<file path="config.mk">
export PLATFORM = sky130hd
export DESIGN_NAME = ws2812_status_led_encoder
export DESIGN_NICKNAME = d
export VERILOG_FILES = /design/src/rtl/core/wsled_pkg.sv /design/src/rtl/core/wsled_front.sv /design/src/rtl/core/wsled_queue.sv /design/src/rtl/core/wsled_back.sv /design/src/rtl/core/ws2812_status_led_encoder.sv
export SDC_FILE = /design/constraint.sdc
export NUM_CORES = 1
export LEC_CHECK = 0
export ABC_AREA = 1
export BUFFER_PORTS_ARGS = -buffer_cell sky130_fd_sc_hd__clkbuf_2
export CAP_MARGIN = 20
export CELL_PAD_IN_SITES_DETAIL_PLACEMENT = 0
export CELL_PAD_IN_SITES_GLOBAL_PLACEMENT = 1
export CORE_MARGIN = 3
export CORE_UTILIZATION = 47
export CTS_BUF_LIST = sky130_fd_sc_hd__clkbuf_8
export DETAILED_ROUTE_END_ITERATION = 6
export PLACE_DENSITY = 0.91
export SETUP_SLACK_MARGIN = 0.3
export SYNTH_ARGS = -nofsm -noshare
export SYNTH_HDL_FRONTEND = slang
export SYNTH_SLANG_ARGS = --single-unit
</file>
<file path="constraint.sdc">
create_clock -name aclk -period 2.7 [get_ports aclk]
set_input_delay 0.54 -clock aclk [delete_from_list [all_inputs] [get_ports aclk]]
set_output_delay 0.54 -clock aclk [all_outputs]
set_load 0.1 [all_outputs]
</file>
<file path="src/rtl/core/wsled_pkg.sv">
package wsled_pkg;

    // Field widths
    localparam int COLOR_W = 8;
    localparam int FRAME_W = 3 * COLOR_W;
    localparam int TICK_W  = 15;
    localparam int MODE_W  = 3;
    localparam int PHASE_W = 8;
    localparam int IDX_W   = 3;
    localparam int CNT_W   = $clog2(FRAME_W);

    // Blink period default
    localparam int BLINK_PHASES_DEF = 10;

    // Request queue depth between front and back
    localparam int QUEUE_DEPTH = 2;

    // Request types
    localparam logic REQ_TICK = 1'b0;
    localparam logic REQ_RAW  = 1'b1;

    // LED mode codes
    localparam logic [MODE_W-1:0] MODE_OFF          = 3'd0;
    localparam logic [MODE_W-1:0] MODE_GREEN        = 3'd1;
    localparam logic [MODE_W-1:0] MODE_YELLOW       = 3'd2;
    localparam logic [MODE_W-1:0] MODE_RED          = 3'd3;
    localparam logic [MODE_W-1:0] MODE_RED_BLINK    = 3'd4;
    localparam logic [MODE_W-1:0] MODE_ORANGE_BLINK = 3'd5;

    // Register indexes
    localparam logic [IDX_W-1:0] REG_LED_MODE  = 3'd0;
    localparam logic [IDX_W-1:0] REG_ZERO_HIGH = 3'd1;
    localparam logic [IDX_W-1:0] REG_ZERO_LOW  = 3'd2;
    localparam logic [IDX_W-1:0] REG_ONE_HIGH  = 3'd3;
    localparam logic [IDX_W-1:0] REG_ONE_LOW   = 3'd4;

    // Register reset values
    localparam logic [TICK_W-1:0] ZERO_HIGH_RST = 15'd4;
    localparam logic [TICK_W-1:0] ZERO_LOW_RST  = 15'd8;
    localparam logic [TICK_W-1:0] ONE_HIGH_RST  = 15'd7;
    localparam logic [TICK_W-1:0] ONE_LOW_RST   = 15'd6;

    // Status colour levels
    localparam logic [COLOR_W-1:0] LVL_FULL   = 8'd32;
    localparam logic [COLOR_W-1:0] LVL_YELLOW = 8'd24;
    localparam logic [COLOR_W-1:0] LVL_ORANGE = 8'd10;

    // Front to queue
    typedef struct packed {
        logic               push;
        logic [FRAME_W-1:0] frame;
    } queue_wr_t;

    // Queue to back
    typedef struct packed {
        logic               valid;
        logic [FRAME_W-1:0] frame;
    } queue_rd_t;

    // Symbol timing registers
    typedef struct packed {
        logic [TICK_W-1:0] zero_high;
        logic [TICK_W-1:0] zero_low;
        logic [TICK_W-1:0] one_high;
        logic [TICK_W-1:0] one_low;
    } tick_cfg_t;

endpackage

</file>
<file path="src/rtl/core/wsled_front.sv">
module wsled_front import wsled_pkg::*; #(
    parameter int BLINK_PHASES = BLINK_PHASES_DEF
) (
    input  logic               aclk,
    input  logic               aresetn,
    input  logic               s_valid,
    output logic               s_ready,
    input  logic               s_req_type,
    input  logic [COLOR_W-1:0] s_red,
    input  logic [COLOR_W-1:0] s_green,
    input  logic [COLOR_W-1:0] s_blue,
    input  logic [MODE_W-1:0]  led_mode,
    input  logic               queue_full,
    output queue_wr_t          wr
);

    logic [PHASE_W-1:0] phase_reg;
    logic [PHASE_W-1:0] phase_next;
    logic [PHASE_W-1:0] phase_inc;
    logic [PHASE_W-1:0] phase_wrap;
    logic               blink_on;
    logic               accept;
    logic [COLOR_W-1:0] r;
    logic [COLOR_W-1:0] g;
    logic [COLOR_W-1:0] b;

    assign s_ready = !queue_full;
    assign accept  = s_valid && s_ready;

    // Blink phase advances on every accepted tick
    assign phase_inc  = phase_reg + PHASE_W'(1);
    assign phase_wrap = (phase_inc >= PHASE_W'(BLINK_PHASES)) ? '0 : phase_inc;
    assign blink_on   = phase_wrap < PHASE_W'(BLINK_PHASES / 2);

    always_comb begin
        phase_next = phase_reg;
        if (accept && (s_req_type == REQ_TICK)) begin
            phase_next = phase_wrap;
        end
    end

    always_ff @(posedge aclk) begin
        if (!aresetn) begin
            phase_reg <= '0;
        end else begin
            phase_reg <= phase_next;
        end
    end

    // Colour selection
    always_comb begin
        r = '0;
        g = '0;
        b = '0;
        if (s_req_type == REQ_RAW) begin
            r = s_red;
            g = s_green;
            b = s_blue;
        end else begin
            unique case (led_mode)
                MODE_GREEN: begin
                    g = LVL_FULL;
                end
                MODE_YELLOW: begin
                    r = LVL_FULL;
                    g = LVL_YELLOW;
                end
                MODE_RED: begin
                    r = LVL_FULL;
                end
                MODE_RED_BLINK: begin
                    r = blink_on ? LVL_FULL : '0;
                end
                MODE_ORANGE_BLINK: begin
                    r = blink_on ? LVL_FULL : '0;
                    g = blink_on ? LVL_ORANGE : '0;
                end
                default: begin
                    r = '0;
                end
            endcase
        end
    end

    // Wire order is green, red, blue
    assign wr.push  = accept;
    assign wr.frame = {g, r, b};

endmodule

</file>
<file path="src/rtl/core/wsled_queue.sv">
module wsled_queue import wsled_pkg::*; (
    input  logic      aclk,
    input  logic      aresetn,
    input  queue_wr_t wr,
    input  logic      pop,
    output logic      full,
    output queue_rd_t rd
);

    localparam int PTR_W = (QUEUE_DEPTH > 1) ? $clog2(QUEUE_DEPTH) : 1;
    localparam int CNT_Q = $clog2(QUEUE_DEPTH + 1);

    logic [FRAME_W-1:0] mem [QUEUE_DEPTH];
    logic [PTR_W-1:0]   wptr_reg, wptr_next;
    logic [PTR_W-1:0]   rptr_reg, rptr_next;
    logic [CNT_Q-1:0]   count_reg, count_next;
    logic               do_pop;

    assign full     = count_reg == CNT_Q'(QUEUE_DEPTH);
    assign rd.valid = count_reg != '0;
    assign rd.frame = mem[rptr_reg];
    assign do_pop   = pop && rd.valid;

    // Pointer and fill bookkeeping
    always_comb begin
        wptr_next  = wptr_reg;
        rptr_next  = rptr_reg;
        count_next = count_reg;
        if (wr.push) begin
            wptr_next = (wptr_reg == PTR_W'(QUEUE_DEPTH - 1)) ? '0 : wptr_reg + PTR_W'(1);
        end
        if (do_pop) begin
            rptr_next = (rptr_reg == PTR_W'(QUEUE_DEPTH - 1)) ? '0 : rptr_reg + PTR_W'(1);
        end
        if (wr.push && !do_pop) begin
            count_next = count_reg + CNT_Q'(1);
        end else if (!wr.push && do_pop) begin
            count_next = count_reg - CNT_Q'(1);
        end
    end

    always_ff @(posedge aclk) begin
        if (!aresetn) begin
            wptr_reg  <= '0;
            rptr_reg  <= '0;
            count_reg <= '0;
        end else begin
            wptr_reg  <= wptr_next;
            rptr_reg  <= rptr_next;
            count_reg <= count_next;
        end
    end

    // Frame storage
    always_ff @(posedge aclk) begin
        if (wr.push) begin
            mem[wptr_reg] <= wr.frame;
        end
    end

    a_no_overflow: assert property (@(posedge aclk) disable iff (!aresetn)
        wr.push |-> !full)
        else $error("request queue written while full");

    a_count_bound: assert property (@(posedge aclk) disable iff (!aresetn)
        count_reg <= CNT_Q'(QUEUE_DEPTH))
        else $error("request queue count out of range");

endmodule

</file>
<file path="src/rtl/core/wsled_back.sv">
module wsled_back import wsled_pkg::*; (
    input  logic              aclk,
    input  logic              aresetn,
    input  queue_rd_t         rd,
    output logic              pop,
    input  tick_cfg_t         ticks,
    output logic              m_valid,
    input  logic              m_ready,
    output logic [TICK_W-1:0] m_high_ticks,
    output logic [TICK_W-1:0] m_low_ticks,
    output logic              m_data_bit,
    output logic              m_last_symbol
);

    logic               busy_reg, busy_next;
    logic [CNT_W-1:0]   cnt_reg, cnt_next;
    logic [FRAME_W-1:0] shift_reg, shift_next;
    logic               m_valid_reg, m_valid_next;
    logic [TICK_W-1:0]  m_high_reg, m_low_reg;
    logic               m_data_reg, m_last_reg;
    logic               out_free;
    logic               emit;
    logic [FRAME_W-1:0] cur_bits;
    logic [CNT_W-1:0]   cur_cnt;
    logic               cur_last;

    // Output register frees when empty or being taken
    assign out_free = !m_valid_reg || m_ready;
    assign emit     = out_free && (busy_reg || rd.valid);
    assign pop      = emit && !busy_reg;
    assign cur_bits = busy_reg ? shift_reg : rd.frame;
    assign cur_cnt  = busy_reg ? cnt_reg : '0;
    assign cur_last = cur_cnt == CNT_W'(FRAME_W - 1);

    // Serializer control
    always_comb begin
        busy_next    = busy_reg;
        cnt_next     = cnt_reg;
        shift_next   = shift_reg;
        m_valid_next = m_valid_reg;
        if (emit) begin
            busy_next    = !cur_last;
            cnt_next     = cur_cnt + CNT_W'(1);
            shift_next   = {cur_bits[FRAME_W-2:0], 1'b0};
            m_valid_next = 1'b1;
        end else if (m_ready) begin
            m_valid_next = 1'b0;
        end
    end

    always_ff @(posedge aclk) begin
        if (!aresetn) begin
            busy_reg    <= 1'b0;
            cnt_reg     <= '0;
            m_valid_reg <= 1'b0;
        end else begin
            busy_reg    <= busy_next;
            cnt_reg     <= cnt_next;
            m_valid_reg <= m_valid_next;
        end
    end

    // Symbol payload, MSB first
    always_ff @(posedge aclk) begin
        shift_reg <= shift_next;
        if (emit) begin
            m_data_reg <= cur_bits[FRAME_W-1];
            m_last_reg <= cur_last;
            m_high_reg <= cur_bits[FRAME_W-1] ? ticks.one_high : ticks.zero_high;
            m_low_reg  <= cur_bits[FRAME_W-1] ? ticks.one_low : ticks.zero_low;
        end
    end

    assign m_valid       = m_valid_reg;
    assign m_high_ticks  = m_high_reg;
    assign m_low_ticks   = m_low_reg;
    assign m_data_bit    = m_data_reg;
    assign m_last_symbol = m_last_reg;

    a_busy_count: assert property (@(posedge aclk) disable iff (!aresetn)
        busy_reg |-> (cnt_reg != '0) && (cnt_reg <= CNT_W'(FRAME_W - 1)))
        else $error("symbol counter out of range while busy");

    a_frame_start: assert property (@(posedge aclk) disable iff (!aresetn)
        pop |=> m_valid_reg && busy_reg && (cnt_reg == CNT_W'(1)))
        else $error("frame start did not load the serializer");

    a_frame_end: assert property (@(posedge aclk) disable iff (!aresetn)
        (emit && cur_last) |=> !busy_reg && m_last_reg)
        else $error("last symbol did not close the frame");

endmodule

</file>
<file path="src/rtl/core/ws2812_status_led_encoder.sv">
// Channel  | Handshake          | Payload
// ---------+--------------------+--------------------------------------------
// s_       | s_valid / s_ready  | s_req_type, s_red, s_green, s_blue
// m_       | m_valid / m_ready  | m_high_ticks, m_low_ticks, m_data_bit,
//          |                    | m_last_symbol
// cfg_     | cfg_valid/cfg_ready| cfg_index, cfg_data
//
// Each request yields 24 symbols, one per cycle from the serializer in the
// back part whenever m_ready is high.
// A request is classified as it is accepted and its frame enters the queue at
// the accepting edge; the back part then pops it into its output register.
// A two-entry frame queue lets the front take requests while the back is busy.
// Synchronous active-low reset resets the blink phase, queue and registers.
// cfg_ready is always high; symbols hold under m_ready low.
module ws2812_status_led_encoder import wsled_pkg::*; #(
    parameter int BLINK_PHASES = BLINK_PHASES_DEF
) (
    input  logic               aclk,
    input  logic               aresetn,
    input  logic               s_valid,
    output logic               s_ready,
    input  logic               s_req_type,
    input  logic [COLOR_W-1:0] s_red,
    input  logic [COLOR_W-1:0] s_green,
    input  logic [COLOR_W-1:0] s_blue,
    output logic               m_valid,
    input  logic               m_ready,
    output logic [TICK_W-1:0]  m_high_ticks,
    output logic [TICK_W-1:0]  m_low_ticks,
    output logic               m_data_bit,
    output logic               m_last_symbol,
    input  logic               cfg_valid,
    output logic               cfg_ready,
    input  logic [IDX_W-1:0]   cfg_index,
    input  logic [TICK_W-1:0]  cfg_data
);

    logic [MODE_W-1:0] mode_reg;
    tick_cfg_t         ticks_reg;
    logic              cfg_wr;
    queue_wr_t         q_wr;
    queue_rd_t         q_rd;
    logic              q_full;
    logic              q_pop;

    assign cfg_ready = 1'b1;
    assign cfg_wr    = cfg_valid && cfg_ready;

    // Configuration registers; unknown indexes are dropped
    always_ff @(posedge aclk) begin
        if (!aresetn) begin
            mode_reg            <= MODE_OFF;
            ticks_reg.zero_high <= ZERO_HIGH_RST;
            ticks_reg.zero_low  <= ZERO_LOW_RST;
            ticks_reg.one_high  <= ONE_HIGH_RST;
            ticks_reg.one_low   <= ONE_LOW_RST;
        end else if (cfg_wr) begin
            unique case (cfg_index)
                REG_LED_MODE:  mode_reg            <= cfg_data[MODE_W-1:0];
                REG_ZERO_HIGH: ticks_reg.zero_high <= cfg_data;
                REG_ZERO_LOW:  ticks_reg.zero_low  <= cfg_data;
                REG_ONE_HIGH:  ticks_reg.one_high  <= cfg_data;
                REG_ONE_LOW:   ticks_reg.one_low   <= cfg_data;
                default: begin
                    mode_reg <= mode_reg;
                end
            endcase
        end
    end

    wsled_front #(
        .BLINK_PHASES (BLINK_PHASES)
    ) u_front (
        .aclk       (aclk),
        .aresetn    (aresetn),
        .s_valid    (s_valid),
        .s_ready    (s_ready),
        .s_req_type (s_req_type),
        .s_red      (s_red),
        .s_green    (s_green),
        .s_blue     (s_blue),
        .led_mode   (mode_reg),
        .queue_full (q_full),
        .wr         (q_wr)
    );

    wsled_queue u_queue (
        .aclk    (aclk),
        .aresetn (aresetn),
        .wr      (q_wr),
        .pop     (q_pop),
        .full    (q_full),
        .rd      (q_rd)
    );

    wsled_back u_back (
        .aclk          (aclk),
        .aresetn       (aresetn),
        .rd            (q_rd),
        .pop           (q_pop),
        .ticks         (ticks_reg),
        .m_valid       (m_valid),
        .m_ready       (m_ready),
        .m_high_ticks  (m_high_ticks),
        .m_low_ticks   (m_low_ticks),
        .m_data_bit    (m_data_bit),
        .m_last_symbol (m_last_symbol)
    );

endmodule
</file>
==> metrics.md, run 1 <==
| Metric | Value |
|---|---|
| CP Max Fanout | `4` |
| Root buf cell | `clkbuf_8` |
| Setup Crit Path Kind | `reg2out` |
| CTS resizes | `0` |
| CTS tree | `yes` |
| Reg2reg path depth | `10` |
| XOR/XNOR Fraction of Synth Area | `0.2333%` |
| Compound-Gate Fraction of Synth Area | `~11%` |
| Clock Skews | `between 0.01 and 0.015 ns` |
| Vias in the first global route | `around 5k` |
| Num rows | `45` |
| Antenna cells | `0` |
| Avg Synthesized Cell Area | `9.408 um2` |
| Synth Register Bits | `186` |
| Synth Area in Adders | `0.6667%` |
| Sequential cell area fraction in the yosys report | `63.33%` |
| # Post-CTS Setup Buffers | `0` |
| Pleak | `0.003638 uW` |
| Worst Max-Slew Pin Slew | `0.6987 ns` |
| CP Launch Type | `flop` |
| Crit path DAT | `~1.5 ns` |
| Hold-critical path depth | `3` |
| Vias per inst | `5.002` |
| Final #Nets | `925` |
| Mapped cell area | `0.007507 mm2` |
| Final Hold Fails | `0` |
| Post-route ant nets | `0` |
| GRT Residual Overflow | `0` |
| Simple-gate share of the synthesized area | `18.50%` |
| Worst Hold Class | `in2reg` |
| Largest net degree at the start of global routing | `43` |
| CTS sink count | `186` |
| Die area | `0.01753 mm2` |
| EDFF count, synth | `103` |
| Net count after synthesis | `850` |
| Vias | `5,487` |
| Port Buffer Count | `81` |
| Crit end category | `output port` |
| FFs w/ async S/R, synth | `0%` |
| Die H | `132.4 um` |
| DRC viols | `0` |
| Final TNS setup | `0 ns` |
| First-pass GRT wire length | `25,760 um` |
| Pwr Density | `1132 mW/mm2` |
| DR pass1 iterations | `5` |
| Die X | `about 130 um` |
| Relative slew margins | `53.35%` |
| Max-cap violations | `0` |
| Number of distinct library cells after synthesis | `38` |
| Yosys warning count | `0` |
| Hpwl dp | `10,300 um` |
| Data required time of the worst path | `~2.2 ns` |
| Post-Route WL | `15,820 um` |
| Final Non-Filler Cells | `between 1k and 1.5k` |
| Maximum vdd drop | `0.0008480 V` |
| Tcrit/Tclk final | `73.72%` |
| Area delta synth->final | `12.93%` |
| Hold_buf cts | `0` |
| First DRT Iteration DRCs | `approximately 460` |
| Slew Limit Fails | `0` |
| Initial core utilization | `roughly half` |
| Unrepaired setup endpoints after global routing | `false` |
| CORE AREA | `roughly 0.015 mm2` |
| Clk buf depth | `2` |
| GRT Total Usage | `roughly 19%` |
| Initial antenna violation count | `0` |
| Main combinational cell family by area after synthesis | `simple AND/OR/NAND/NOR gates` |
| WL per Instance | `approximately 14 um` |
| Clock Latency Late Sink | `0.46 ns` |
| Max reg flops | `60` |
| Main synth FF type | `edfxtp_1` |
| GPL Wtd Cong | `0.8144` |
| Mux cell area share after synthesis | `0%` |
| Post-Syn Instances | `798` |
| Layout cells sized above 1 | `17.16%` |
| # setup viols final | `0` |
| CTS buffer count | `17` |
| Placed cell count | `1,065` |
| Ports | `83` |
| Run status | `complete, no violations` |
| H-tree Lvls | `4` |
| Fmax | `502.4 MHz` |
| Post-route minimum period | `1.990 ns` |
| Worst-path clk slew | `approximately 0.090 ns` |
[path summary, 6_finish.rpt]
path                                startpoint                                 to  slack, ns
max          u_queue.count_reg[0]$_SDFFE_PN0P_                            s_ready       0.71
min                                   s_red[1]        u_queue.mem[0][9]$_DFFE_PP_       0.36
max reg2reg       u_back.busy_reg$_SDFFE_PN0P_  u_queue.count_reg[1]$_SDFFE_PN0P_       0.75
min reg2reg         ticks_reg[23]$_SDFFE_PN0P_         ticks_reg[23]$_SDFFE_PN0P_       0.45
[kinds of logic after synthesis]
kind of cell | after synthesis
flops | 186
simple gates | 335
buf+inv | 114
fa+ha+maj | 4
other cells | 1
xor+xnor | 2
compound gates | 156
[critical path, stage by stage, from the launching register on]
cell	delay [ns]
dfxtp_1	0.36
inv_2	0.08
nand2_1	0.10
clkbuf_2	0.46
[Yosys cell counts, types with 2 or more instances]
library cell	n	area share, %
xor2_1	2	0.23
nor2_1	131	6.5
inv_2	8	0.40
o21ai_0	74	4.9
buf_4	4	0.40
nand4_1	7	0.58
nor3_1	3	0.20
o21ai_1	6	0.40
nor2_2	5	0.42
buf_1	2	0.10
clkbuf_1	17	0.85
o21a_1	2	0.20
inv_1	66	3.3
a21oi_1	69	4.6
dfxtp_1	83	22
nor2_4	2	0.30
inv_4	2	0.17
nand3_1	20	1.3
edfxtp_1	103	41
buf_2	11	0.73
ha_1	4	0.67
nand2_1	156	7.8
buf_6	3	0.45
nand2_2	4	0.33
[final cells by class]
type                            count  area [um2]
Multi-Input combinational cell    498        2272
Sequential cell                   186        4756
Inverter                           76       290.3
Timing Repair Buffer               94       503.0
Clock inverter                     11       103.9
Clock buffer                       21       289.0
Fill cell                        1429        6949
Tap cell                          211       264.0
[per-layer routing]
metal / share of wire [%] / wire, um / GRT usage [%]
met5: 0 / 0 / 0
met4: 1.2 / 188 / 4.850
met3: 6.4 / 1019 / 5.191
met2: 48 / 7659 / 30.35
met1: 44 / 6956 / 24.48
[placed cells by master, fill, tap and decap left out, types with 3 or more instances in the layout]
| cell | netlist | final |
|---|---|---|
| nor3_1 | 3 | 3 |
| inv_1 | 66 | 69 |
| o21ai_1 | 6 | 6 |
| buf_4 | 4 | 13 |
| nand2_1 | 156 | 156 |
| o21ai_0 | 74 | 74 |
| a21oi_1 | 69 | 69 |
| ha_1 | 4 | 4 |
| inv_2 | 8 | 8 |
| nand3_1 | 20 | 20 |
| nand2_2 | 4 | 4 |
| nor2_2 | 5 | 7 |
| clkbuf_2 | 1 | 81 |
| nor2_1 | 131 | 129 |
| edfxtp_1 | 103 | 103 |
| clkinv_2 | 0 | 5 |
| nand4_1 | 7 | 7 |
| clkbuf_8 | 0 | 21 |
| dfxtp_1 | 83 | 82 |
[metrics by stage]
stage	setup slack, ns	total power [uW]	utilization (%)	hold WS, ns	instance area, um2
after floorplan	0.2242	7141	-	0.4246	7513
after global placement	0.7836	7819	52.41	0.4333	8085
after detailed placement	0.7497	7861	52.41	0.4395	8085
after CTS	0.6558	9670	54.96	0.3318	8478
after global routing	0.5994	10080	54.96	0.3412	8478
final	0.7096	9599	54.96	0.3573	8478
[power breakdown]
group / switching, uW / internal, uW / leakage, uW
registers: 241 / 3850 / 0.00168
logic: 3100 / 590 / 0.00174
clock network: 919 / 904 / 0.000215
total: 4260 / 5340 / 0.00364
No activity file was read; power rests on OpenSTA's default activity.
==> run 2: changes to the inputs <==
==> constraint.sdc (replaced) <==
create_clock -name aclk -period 1.96 [get_ports aclk]
set_input_delay 0.392 -clock aclk [delete_from_list [all_inputs] [get_ports aclk]]
set_output_delay 0.392 -clock aclk [all_outputs]
set_load 0.1 [all_outputs]
==> run 2 against run 1 <==
Compared with the run above:
- flip-flop and latch count unchanged
- highest routed layer unchanged
- critical endpoint is now u_queue.mem[0][17]$_DFFE_PP_
- design area is 5.0% higher
- via count increased by 0.95%
- largest power group is now combinational cells
==> metrics.md, run 2 (synthesized netlist as in run 1, its figures left out) <==
| Metric | Value |
|---|---|
| Run status | `complete, no violations` |
| FILL cells | `1,366 (-4.4%)` |
| Post-route ant nets | `0 (unchanged)` |
| Initial antenna violation count | `0 (unchanged)` |
| WL per Instance | `15.02 um (+4.1%)` |
| Final Hold Fails | `0 (unchanged)` |
| Worst reg-to-reg setup slack | `0.26 ns (-0.49 ns)` |
| Fin worst setup slack | `0.2631 ns (-0.4465 ns)` |
| Most common cell after layout, fill and taps aside | `nand2_1` |
| Worst-path clk slew | `0.09 ns (about the same)` |
| Worst Max-Slew Pin Slew | `0.5621 ns (-0.1367 ns)` |
| Reg2reg path depth | `9 (-1)` |
| Clk buf depth | `2 (unchanged)` |
| Antenna cells | `0 (unchanged)` |
| Worst reg2reg startpoint | `u_front.phase_reg[1]$_SDFFE_PN0P_` |
| Post-Route WL | `16,690 um (+5.5%)` |
| DR pass1 iterations | `5 (unchanged)` |
| GRT Residual Overflow | `0 (unchanged)` |
| CP Max Fanout | `4 (unchanged)` |
| Register area | `0.004772 mm2 (+0.34%)` |
| Vias | `5,539 (+0.95%)` |
| Hpwl dp | `10,580 um (+2.7%)` |
| GPL Wtd Cong | `0.8225 (+0.99%)` |
| Clock Latency Late Sink | `0.46 ns (about the same)` |
| Port Buffer Count | `81 (unchanged)` |
| Max-cap violations | `0 (unchanged)` |
| H-tree Lvls | `4 (unchanged)` |
| Slew Limit Fails | `0 (unchanged)` |
| Maximum vdd drop | `0.001047 V (+23%)` |
| Vias in the first global route | `5,512 (+8.4%)` |
| Final TNS setup | `0 ns (unchanged)` |
| First DRT Iteration DRCs | `402 (-12%)` |
| Crit end category | `flop` |
| Area delta synth->final | `18.53%` |
| Hold_sp | `s_red[0]` |
| Critical Path Max Stage Delay | `0.38 ns (-0.08 ns)` |
| CTS tree | `yes` |
| Hold-critical path depth | `3 (unchanged)` |
| Final #Nets | `939 (+1.5%)` |
| CTS buffer count | `17 (unchanged)` |
| Worst Hold Class | `in2reg` |
| Setup Crit Path Kind | `reg2reg` |
| CP endpoint | `u_queue.mem[0][17]$_DFFE_PP_` |
| CP startpoint | `u_front.phase_reg[1]$_SDFFE_PN0P_` |
| CORE AREA | `0.01543 mm2 (unchanged)` |
| CP max-delay cell | `dfxtp_4` |
| GRT Total Usage | `19.48% (+0.94 points)` |
| Die H | `132.4 um (unchanged)` |
| Die area | `0.01753 mm2 (unchanged)` |
| Clock Skews | `0.01107 ns (-0.002800 ns)` |
| Most frequent cells in the layout | `nand2_1, nor2_1, edfxtp_1, dfxtp_1, o21ai_0` |
| Fmax | `589.3 MHz` |
| CTS sink count | `186 (unchanged)` |
| Pleak | `0.003794 uW (+4.3%)` |
| Initial core utilization | `48.66% (unchanged)` |
| Ports | `83 (unchanged)` |
| Pwr Density | `1583 mW/mm2 (+40%)` |
| CP Launch Type | `flop` |
| Crit path DAT | `1.90 ns (+0.45 ns)` |
| Pre-CTS WS | `0.1224 ns (-0.6273 ns)` |
| Area of the multi-input gates | `0.002370 mm2 (+4.3%)` |
| R2R Path End | `u_queue.mem[0][17]$_DFFE_PP_` |
| First-pass GRT wire length | `27,150 um (+5.4%)` |
| Max reg flops | `60 (unchanged)` |
| Unrepaired setup endpoints after global routing | `true` |
| DRC viols | `0 (unchanged)` |
| Largest net degree at the start of global routing | `79 (+84%)` |
| Num rows | `45 (unchanged)` |
| Tcrit/Tclk final | `86.58%` |
| Data required time of the worst path | `2.17 ns (about the same)` |
| # setup viols final | `0 (unchanged)` |
| Post-route minimum period | `1.697 ns` |
| Root buf cell | `clkbuf_8` |
| Crit-path cells | `inv_2, ha_4, nand2_1, a21oi_2, nor2_1, nor2_2, nand4_1, nand4_1, nand2_1` |
| Layout cells sized above 1 | `20.89% (+3.7 points)` |
| Vias per inst | `4.986 (-0.32%)` |
| Die X | `132.4 um (unchanged)` |
| Relative slew margins | `62.49% (+9.1 points)` |
## run 2: metal layers
layer | up-vias | global-route usage (%) | wire length, um
li1 | 2792 | - | -
met1 | 2585 | 24.74 | 7429
met2 | 138 | 32.30 | 8132
met3 | 24 | 5.534 | 831
met4 | 0 | 6.409 | 295
met5 | - | 0 | 0
## run 2: layout make-up
| cell class | count | share of cell area [%] |
|---|---|---|
| clock buffers | 21 | 3.248 |
| repair inverters | 1 | 0.05624 |
| flip-flops and latches | 186 | 53.63 |
| multi-input cells | 498 | 26.63 |
| repair buffers | 107 | 8.155 |
| clock inverters | 11 | 1.701 |
| inverters | 76 | 3.614 |
| well taps | 211 | 2.967 |
## run 2: metrics by stage
step	util (%)	power [uW]	instance area (um2)	hold WS, ns	cells
CTS	57.19	14080	8823	0.1716	1109
detailed placement	53.24	11100	8213	0.4380	1071
finish	57.68	14090	8899	0.2042	1111
global route	57.68	14780	8899	0.1854	1111
global placement	53.24	11070	8213	0.4331	1071
floorplan	-	9997	7584	0.4246	798
## run 2: worst min path at each step
stage	end	slack (ns)
6_report	u_queue.mem[0][8]$_DFFE_PP_	0.20
5_1_grt	u_queue.mem[1][8]$_DFFE_PP_	0.19
4_1_cts	u_queue.mem[1][10]$_DFFE_PP_	0.17
3_5_place_dp	ticks_reg[26]$_SDFFE_PN0P_	0.44
3_3_place_gp	ticks_reg[25]$_SDFFE_PN0P_	0.43
2_1_floorplan	ticks_reg[18]$_SDFFE_PN0P_	0.42
## run 2: timing repair
| action | in CTS | in global routing |
|---|---|---|
| pin swaps | 11 | 9 |
| hold buffers | 0 | 0 |
| gates cloned | 0 | 1 |
| gates resized for setup | 45 | 23 |
| buffers inserted | 6 | 1 |
| endpoints found under the setup margin | 75 | 75 |
## run 2: where the power goes
part | switching [uW] | internal [uW] | leakage [uW]
logic | 4390 | 1290 | 0.00187
registers | 344 | 5310 | 0.00169
clock network | 1250 | 1500 | 0.000239
total | 5990 | 8100 | 0.00379
## run 2: worst max-delay path: cells and delay by family (launching register included)
family | cells | cell delay [ns]
DFF | 1 | 0.38
and+or+nand+nor | 6 | 0.65
AOI/OAI and AO/OA | 1 | 0.10
buffers and inverters | 1 | 0.05
adders and majority gates | 1 | 0.25
==> run 3: changes to the inputs <==
--- a/config.mk
+++ b/config.mk
@@ -11,10 +11,10 @@
 export CELL_PAD_IN_SITES_DETAIL_PLACEMENT = 0
 export CELL_PAD_IN_SITES_GLOBAL_PLACEMENT = 1
 export CORE_MARGIN = 3
-export CORE_UTILIZATION = 47
+export CORE_UTILIZATION = 29
 export CTS_BUF_LIST = sky130_fd_sc_hd__clkbuf_8
 export DETAILED_ROUTE_END_ITERATION = 6
-export PLACE_DENSITY = 0.91
+export PLACE_DENSITY = 0.64
 export SETUP_SLACK_MARGIN = 0.3
 export SYNTH_ARGS = -nofsm -noshare
 export SYNTH_HDL_FRONTEND = slang
==> run 3 against run 2 <==
Compared with the run above:
- critical path depth is the same
- combinational power grew 3.9%
- critical path type unchanged
- register-to-register slack gained 0.02 ns
- largest power group unchanged
==> metrics.md, run 3 (synthesized netlist as in run 1, its figures left out) <==
| Metric | Value |
|---|---|
| Pre-CTS WS | `0.1332 ns (+0.01078 ns)` |
| Port Buffer Count | `81 (unchanged)` |
| First DRT Iteration DRCs | `317 (-21%)` |
| Initial antenna violation count | `0 (unchanged)` |
| # setup viols final | `0 (unchanged)` |
| Clock Skews | `0.01765 ns (+0.006579 ns)` |
| Vias | `5,471 (-1.2%)` |
| Most frequent cells in the layout | `nand2_1, nor2_1, edfxtp_1, dfxtp_1, o21ai_0` |
| Clk buf depth | `2 (unchanged)` |
| R2R Path End | `u_queue.mem[1][19]$_DFFE_PP_` |
| Initial core utilization | `29.64% (-19 points)` |
| H-tree Lvls | `4 (unchanged)` |
| Pleak | `0.003805 uW (+0.29%)` |
| Num rows | `58 (+29%)` |
| Crit end category | `flop` |
| Relative slew margins | `60.93% (-1.6 points)` |
| Tcrit/Tclk final | `85.44% (-1.1 points)` |
| Crit path DAT | `1.89 ns (about the same)` |
| Data required time of the worst path | `2.18 ns (about the same)` |
| Final #Nets | `944 (+0.53%)` |
| Max reg flops | `60 (unchanged)` |
| WL per Instance | `14.94 um (-0.51%)` |
| CTS buffer count | `17 (unchanged)` |
| Post-route ant nets | `0 (unchanged)` |
| CTS sink count | `186 (unchanged)` |
| DRC viols | `0 (unchanged)` |
| GRT Total Usage | `13.69% (-5.8 points)` |
| Root buf cell | `clkbuf_8` |
| Die X | `166.9 um (+26%)` |
| First-pass GRT wire length | `30,150 um (+11%)` |
| Register area | `0.004773 mm2 (about the same)` |
| Worst reg-to-reg setup slack | `0.29 ns (+0.02 ns)` |
| Worst Hold Class | `in2reg` |
| Unrepaired setup endpoints after global routing | `true` |
| Max-cap violations | `0 (unchanged)` |
| CP Launch Type | `flop` |
| CTS tree | `yes` |
| Ports | `83 (unchanged)` |
| Hpwl dp | `11,900 um (+12%)` |
| Setup Crit Path Kind | `reg2reg` |
| Slew Limit Fails | `0 (unchanged)` |
| Area delta synth->final | `21.55%` |
| Largest net degree at the start of global routing | `38 (-52%)` |
| Worst-path clk slew | `0.09 ns (about the same)` |
| DR pass1 iterations | `4 (-1)` |
| Fin worst setup slack | `0.2854 ns (+0.02231 ns)` |
| CP Max Fanout | `3 (-1)` |
| Area of the multi-input gates | `0.002371 mm2 (about the same)` |
| Vias in the first global route | `5,479 (-0.60%)` |
| Reg2reg path depth | `9 (unchanged)` |
| Run status | `complete, no violations` |
| GPL Wtd Cong | `0.7493 (-8.9%)` |
| Maximum vdd drop | `0.001554 V (+48%)` |
| CP max-delay cell | `dfxtp_4` |
| FILL cells | `2,620 (+92%)` |
| Final TNS setup | `0 ns (unchanged)` |
| Worst reg2reg startpoint | `u_front.phase_reg[1]$_SDFFE_PN0P_` |
| Final Hold Fails | `0 (unchanged)` |
| Antenna cells | `0 (unchanged)` |
| Critical Path Max Stage Delay | `0.39 ns (about the same)` |
| Clock Latency Late Sink | `0.48 ns (+0.02 ns)` |
| Post-route minimum period | `1.675 ns (-0.02231 ns)` |
| Layout cells sized above 1 | `21.66% (+0.77 points)` |
| CORE AREA | `0.02533 mm2 (+64%)` |
| End-of-flow core utilization | `36.03% (-22 points)` |
| CP startpoint | `u_front.phase_reg[1]$_SDFFE_PN0P_` |
| Die area | `0.02785 mm2 (+59%)` |
| Pwr Density | `1569 mW/mm2 (-0.92%)` |
| Die H | `166.9 um (+26%)` |
| Crit-path cells | `inv_2, ha_4, nand2_1, a21oi_1, nor2_1, nor2_2, nand4_1, nand4_1, nand2_1` |
| CP endpoint | `u_queue.mem[1][19]$_DFFE_PP_` |
| Most common cell after layout, fill and taps aside | `nand2_1` |
| Vias per inst | `4.430 (-11%)` |
| Post-Route WL | `18,460 um (+11%)` |
| Hold_sp | `s_red[1]` |
| Worst Max-Slew Pin Slew | `0.5854 ns (+0.02332 ns)` |
| Fmax | `597.2 MHz (+1.3%)` |
| GRT Residual Overflow | `0 (unchanged)` |
[run 3: cell count changes in the layout (fill, tap and decap cells not counted), moves of 2 or more]
cell	previous run	this run
clkinvlp_4	0	3
clkbuf_8	21	17
buf_4	22	26
clkinv_2	5	0
inv_4	2	4
inv_6	0	7
buf_2	2	0
inv_1	66	63
buf_12	3	6
[run 3: power breakdown]
part           switching, uW  internal (uW)  total, uW
logic                   4520           1380       5900
clock network           1490           1300       2790
registers                324           5300       5630
total                   6330           7980      14300
[run 3: worst min path at each step]
stage	depth (start not counted)	end
after global routing	3	u_queue.mem[1][18]$_DFFE_PP_
after global placement	2	ticks_reg[26]$_SDFFE_PN0P_
after CTS	3	u_queue.mem[1][8]$_DFFE_PP_
after floorplan	2	ticks_reg[18]$_SDFFE_PN0P_
after detailed placement	2	ticks_reg[26]$_SDFFE_PN0P_
final	3	u_queue.mem[0][9]$_DFFE_PP_
[run 3: per-stage QoR]
| stage | area (um2) | cells | power (uW) | hold WS (ns) |
|---|---|---|---|---|
| 2_1_floorplan | 7584 | 798 | 9997 | 0.4246 |
| 3_3_place_gp | 8449 | 1195 | 11280 | 0.4317 |
| 3_5_place_dp | 8449 | 1195 | 11300 | 0.4363 |
| 4_1_cts | 9050 | 1232 | 14400 | 0.1570 |
| 5_1_grt | 9125 | 1235 | 15080 | 0.1904 |
| 6_report | 9125 | 1235 | 14310 | 0.1923 |
[run 3: repair_timing]
item                       4_1_cts  5_1_grt
hold buffers                     0        0
gates resized for setup         46       18
gates cloned                     1        0
setup buffers                    4        3
setup endpoints to repair       41       37
pin swaps                        6       10
[run 3: worst max-delay path, delay by kind of cell, from the launching register on]
kind / cells / cell delay (ns)
DFF: 1 / 0.39
buffers and inverters: 1 / 0.05
adders and majority gates: 1 / 0.27
AOI/OAI and AO/OA: 1 / 0.11
and+or+nand+nor: 6 / 0.61
[run 3: layer usage]
layer / vias up / GRT usage, % / share of wire, %
met1: 2546 / 18.75 / 48
met2: 101 / 21.59 / 46
met5: - / 0 / 0
met3: 20 / 3.465 / 4.6
met4: 0 / 3.838 / 1.3
li1: 2804 / - / -
[run 3: cell type report]
type,instances,area share (%)
clock inverter,15,2.208
multi-input combinational,498,25.98
timing repair inverter,1,0.09598
inverter,76,3.524
sequential,186,52.31
tap,330,4.525
timing repair buffer,112,8.789
clock buffer,17,2.564
